$ cat src/design/gprc_pkg.sv
// Package for the grouped presence ratio counter.
// Value class codes, fixed-point scale and the divider result bundle.
// No dependencies.
package gprc_pkg;

  // value class codes
  localparam logic [1:0] CLASS_ABSENT  = 2'd0;
  localparam logic [1:0] CLASS_PRESENT = 2'd1;

  // percent with 8 fraction bits
  localparam int          PCT_BITS  = 15;
  localparam logic [14:0] PCT_SCALE = 15'd25600;

  typedef struct packed {
    logic                done;
    logic [PCT_BITS-1:0] quot;
  } div_res_t;

endpackage

$ cat src/design/gprc_divider.sv
// Iterative restoring divider, one quotient bit per cycle.
// Gives floor(num/den) clamped to the percent scale. Uses gprc_pkg.
module gprc_divider #(
  parameter int NUM_W = 31,
  parameter int DEN_W = 17
) (
  input  logic              clk,
  input  logic              rst,
  input  logic              start,
  input  logic [NUM_W-1:0]  num,
  input  logic [DEN_W-1:0]  den,
  output gprc_pkg::div_res_t res
);

  localparam int QB = gprc_pkg::PCT_BITS;
  localparam int RW = DEN_W + 1;
  localparam int CW = $clog2(QB);

  logic [DEN_W-1:0] rem;
  logic [DEN_W-1:0] den_r;
  logic [QB-1:0]    num_lo;
  logic [QB-1:0]    quot;
  logic [CW-1:0]    cnt;
  logic             busy;
  logic             done;
  logic             ovf;
  logic [RW-1:0]    trial;
  logic             fits;

  assign trial = {rem, num_lo[QB-1]};
  assign fits  = (trial >= RW'(den_r));

  always_ff @(posedge clk) begin
    if (rst) begin
      busy <= 1'b0;
      done <= 1'b0;
    end else begin
      done <= busy && (cnt == CW'(QB - 1));
      if (start) begin
        busy <= 1'b1;
      end else if (busy && (cnt == CW'(QB - 1))) begin
        busy <= 1'b0;
      end
    end
  end

  always_ff @(posedge clk) begin
    if (start) begin
      // quotient that needs more than QB bits is clamped below
      ovf    <= (RW'(num[NUM_W-1:QB]) >= RW'(den));
      rem    <= DEN_W'(num[NUM_W-1:QB]);
      num_lo <= num[QB-1:0];
      den_r  <= den;
      quot   <= '0;
      cnt    <= '0;
    end else if (busy) begin
      rem    <= fits ? DEN_W'(trial - RW'(den_r)) : DEN_W'(trial);
      quot   <= {quot[QB-2:0], fits};
      num_lo <= {num_lo[QB-2:0], 1'b0};
      cnt    <= cnt + 1'b1;
    end
  end

  always_comb begin
    res.done = done;
    if (ovf || (quot > gprc_pkg::PCT_SCALE)) begin
      res.quot = gprc_pkg::PCT_SCALE;
    end else begin
      res.quot = quot;
    end
  end

endmodule

$ cat config.mk
export PLATFORM = sky130hd
export DESIGN_NAME = gprc_divider
export DESIGN_NICKNAME = d
export VERILOG_FILES = /design/src/design/gprc_pkg.sv /design/src/design/gprc_divider.sv
export SDC_FILE = /design/constraint.sdc
export NUM_CORES = 1
export LEC_CHECK = 0
export ABC_AREA = 1
export BUFFER_PORTS_ARGS = -buffer_cell sky130_fd_sc_hd__buf_2
export CAP_MARGIN = 5
export CORE_UTILIZATION = 50
export DETAILED_ROUTE_END_ITERATION = 8
export PLACE_DENSITY = 0.71
export SYNTH_ARGS = -nofsm -noshare
export SYNTH_HDL_FRONTEND = slang
export SYNTH_SLANG_ARGS = --single-unit
export TNS_END_PERCENT = 1
$ cat constraint.sdc
create_clock -name clk -period 2.44 [get_ports clk]
set_clock_uncertainty 0.05 [all_clocks]
set_input_delay 0.366 -clock clk [delete_from_list [all_inputs] [get_ports clk]]
set_output_delay 0.366 -clock clk [all_outputs]
set_load 0.01 [all_outputs]
==> metrics.md <==
| Metric | Value |
|---|---|
| Cells traversed along the worst timing path | `ha_1 > nand2_2 > nor2_2 > nand2_1 > nor3_4 > nor2_4 > buf_12 > nand2_8 > nand2_1 > nand3_1 > nand2_1` |
| Number of pins with negative max-slew slack in the final report | `0` |
| Mapped Nets | `690` |
| Ant diodes | `0` |
| Largest net degree at the start of global routing | `50` |
| Cell area after synthesis | `0.00464 sq mm` |
| Vias | `4088` |
| Routed wire length | `10700 microns` |
| Placeable core region | `0.00885 sq mm` |
| Min-Delay Path Class | `in2reg` |
| Area added between synthesis and finish | `14.9%` |
| Crit Path Max Fanout | `18` |
| Final worst hold slack | `126 ps` |
| Clock tree from TritonCTS | `built` |
| Source-to-sink clock delay at the later pin of the worst-skew pair | `350 ps` |
| Die span in x | `98.4 microns` |
| PortBufs | `66` |
| Hold violation total from the final report | `0` |
| Highest Clock Rate | `0.440 GHz` |
| Clk sinks | `71` |
| Synthesized instance count | `603` |
| Share of cell area taken by muxes after synthesis | `0%` |
| Global-route wire length before repair | `18500 microns` |
| Place WS | `180 ps` |
| Part of the cycle the worst path needs | `93.2%` |
| Rel. slew slack | `64.8%` |
| Filler instances | `826` |
| Maximum single-stage delay on the critical path | `440 ps` |
| Area of the die | `0.00968 sq mm` |
| Initial Utilization | `52.5%` |
| Max-cap violations | `0` |
| Number of optimization iterations in the first detailed-route pass | `5` |
| Top-Level Pins | `67` |
| Maximum clock path buffer count | `2` |
| # rows | `34` |
| Pin slew with the least headroom to its limit | `527 ps` |
| Area taken by flip-flops and latches | `0.00191 sq mm` |
| Routed Antenna Nets | `0` |
| Setup violators final | `0` |
| Number of global-route vias before repair | `4201` |
| Antenna violations before repair | `0` |
| Final weighted congestion of routability-driven global placement | `0.905` |
| Type of element launching the critical path | `register` |
| Placed instance area | `0.00509 sq mm` |
| Mapped Avg Cell Area | `7.70 sq um` |
| Clock edge transition at the registers on the reported setup and hold paths | `90 ps` |
| Ratio of cells with drive above 1 in the final layout | `16.2%` |
| Yosys cell types | `39` |
| Clock buffer count from CTS | `9` |
| Compound-cell area share of the yosys netlist | `5.66%` |
| Library cell appearing most often on the critical path | `sky130_fd_sc_hd__nand2_1` |
| DRC | `0` |
| Commonest non-fill, non-tap cell in the layout | `sky130_fd_sc_hd__nand2_1` |
| FF+latch count, synth | `71` |
| Number of violations reported at the end of detailed-routing iteration 0 | `262` |
| Final std cell area, no fill | `0.00534 sq mm` |
| Worst endpoint required time | `2500 ps` |
| Area share of xor/xnor cells in the synthesized design | `1.32%` |
| Number of buffer and inverter stages on the critical path | `1` |
| Unrepaired setup endpoints after global routing | `false` |
| Detailed placer's ending HPWL | `8180 microns` |
| Gr ovfl total | `0` |
| Post-synthesis share of cell area spent on full adders, half adders and majority gates | `9.86%` |
| Number of vias per cell | `5.20` |
| CTS Hold Bufs | `0` |
| Power Density | `749 mW/mm^2` |
| Top flip-flop cell by instance count after synthesis | `sky130_fd_sc_hd__edfxtp_1` |
| Simple-gate share of the synthesized area | `31.2%` |
| Vertical extent of the die | `98.4 microns` |
| Post-synthesis sequential area ratio | `41.2%` |
| Worst setup slack after layout | `166 ps` |
| Lkg Pwr | `2.77 nW` |
| Gr usage total | `24.1%` |
| Crit-path slowest cell | `sky130_fd_sc_hd__ha_1` |
| Number of resized instances in the post-cts repair step | `0` |
| Main combinational cell family by area after synthesis | `simple AND/OR/NAND/NOR gates` |
| Fin util | `60.3%` |
| Top delay family on crit path | `simple AND/OR/NAND/NOR gates` |
| CP arrival | `2330 ps` |
| Final routed wire length divided by cell count | `13.6 microns` |
| Clock root buffer master | `sky130_fd_sc_hd__clkbuf_8` |
| Post-layout min period | `2270 ps` |
| Post-synth EDFFs | `49` |
| Warnings, synthesis | `0` |
| Peak supply drop | `446 uV` |
| Setup TNS | `0 ps` |
| # Post-CTS Setup Buffers | `0` |
| FF-to-FF setup slack | `170 ps` |
| Leading cell types in the layout, fill and taps excluded | `205 x sky130_fd_sc_hd__nand2_1, 107 x sky130_fd_sc_hd__inv_1, 66 x sky130_fd_sc_hd__buf_2, 49 x sky130_fd_sc_hd__edfxtp_1, 35 x sky130_fd_sc_hd__ha_1` |
| Area occupied by multi-input gates | `0.00224 sq mm` |
| # nets final | `760` |
| Result of the run | `finished clean` |
| Type of the worst setup path | `reg2reg` |
| Category of the worst setup path capture point | `register` |
| Deepest level of the CTS H-tree | `3` |
| Share of synthesized registers carrying an async set or reset | `0%` |
-- power by group --
group	total (mW)	switching, mW	internal [mW]
clock	1.07	0.501	0.570
sequential	1.50	0.0602	1.44
combinational	1.43	0.883	0.545
total	4.00	1.44	2.56
-- final timing paths --
kind,start,endpoint,cells after the start
min,rst,busy,2
max reg2reg,rem[12],rem[9],11
max,rem[12],rem[9],11
min reg2reg,cnt[3],cnt[3],1
-- per-layer routing --
metal,global-route usage [%],vias up,wire length (microns)
met1,29.9,1855,4660
met4,11.9,0,267
met2,41.1,137,5160
met3,3.44,20,620
met5,0,-,0
li1,-,2076,-
-- state kept, by name, indices dropped and copies added (netlist names) --
name    cells
busy        1
ovf         1
num_lo     15
rem        17
cnt         4
done        1
den_r      17
quot       15
-- layout make-up --
class | count | share of cell area, %
clock buffer | 12 | 3.73
clock inverter | 4 | 0.703
inverter | 109 | 7.67
multi-input combinational | 409 | 41.9
sequential | 71 | 35.8
tap | 108 | 2.53
timing repair buffer | 73 | 7.64
-- metrics by stage --
step,total power [mW],std cells
2_1_floorplan,2.59,603
3_3_place_gp,2.91,770
3_5_place_dp,2.93,770
4_1_cts,4.01,786
5_1_grt,4.28,786
6_report,4.00,786
-- Yosys cell counts, drive strengths merged, types with 2 or more instances --
cell type / instances / area [sq um]
nand2: 214 / 840
inv: 107 / 402
edfxtp: 49 / 1470
ha: 35 / 438
nand3: 33 / 188
nor2: 33 / 141
dfxtp: 22 / 440
a21oi: 19 / 95.1
nand3b: 18 / 135
o22ai: 15 / 93.8
nand4: 11 / 68.8
clkbuf: 8 / 40.0
nor3: 8 / 56.3
buf: 6 / 52.5
o21ai: 6 / 30.0
xnor2: 5 / 43.8
and2: 2 / 12.5
clkinv: 2 / 7.51
xor2: 2 / 17.5
-- cells by family after synthesis --
group                    Yosys count
AO/OA/AOI/OAI                     46
XOR/XNOR                           7
buffers and inverters            123
AND/OR/NAND/NOR                  320
flip-flops                        71
adder cells (fa/ha/maj)           36
Note: power is estimated with default switching activity, not from simulation.
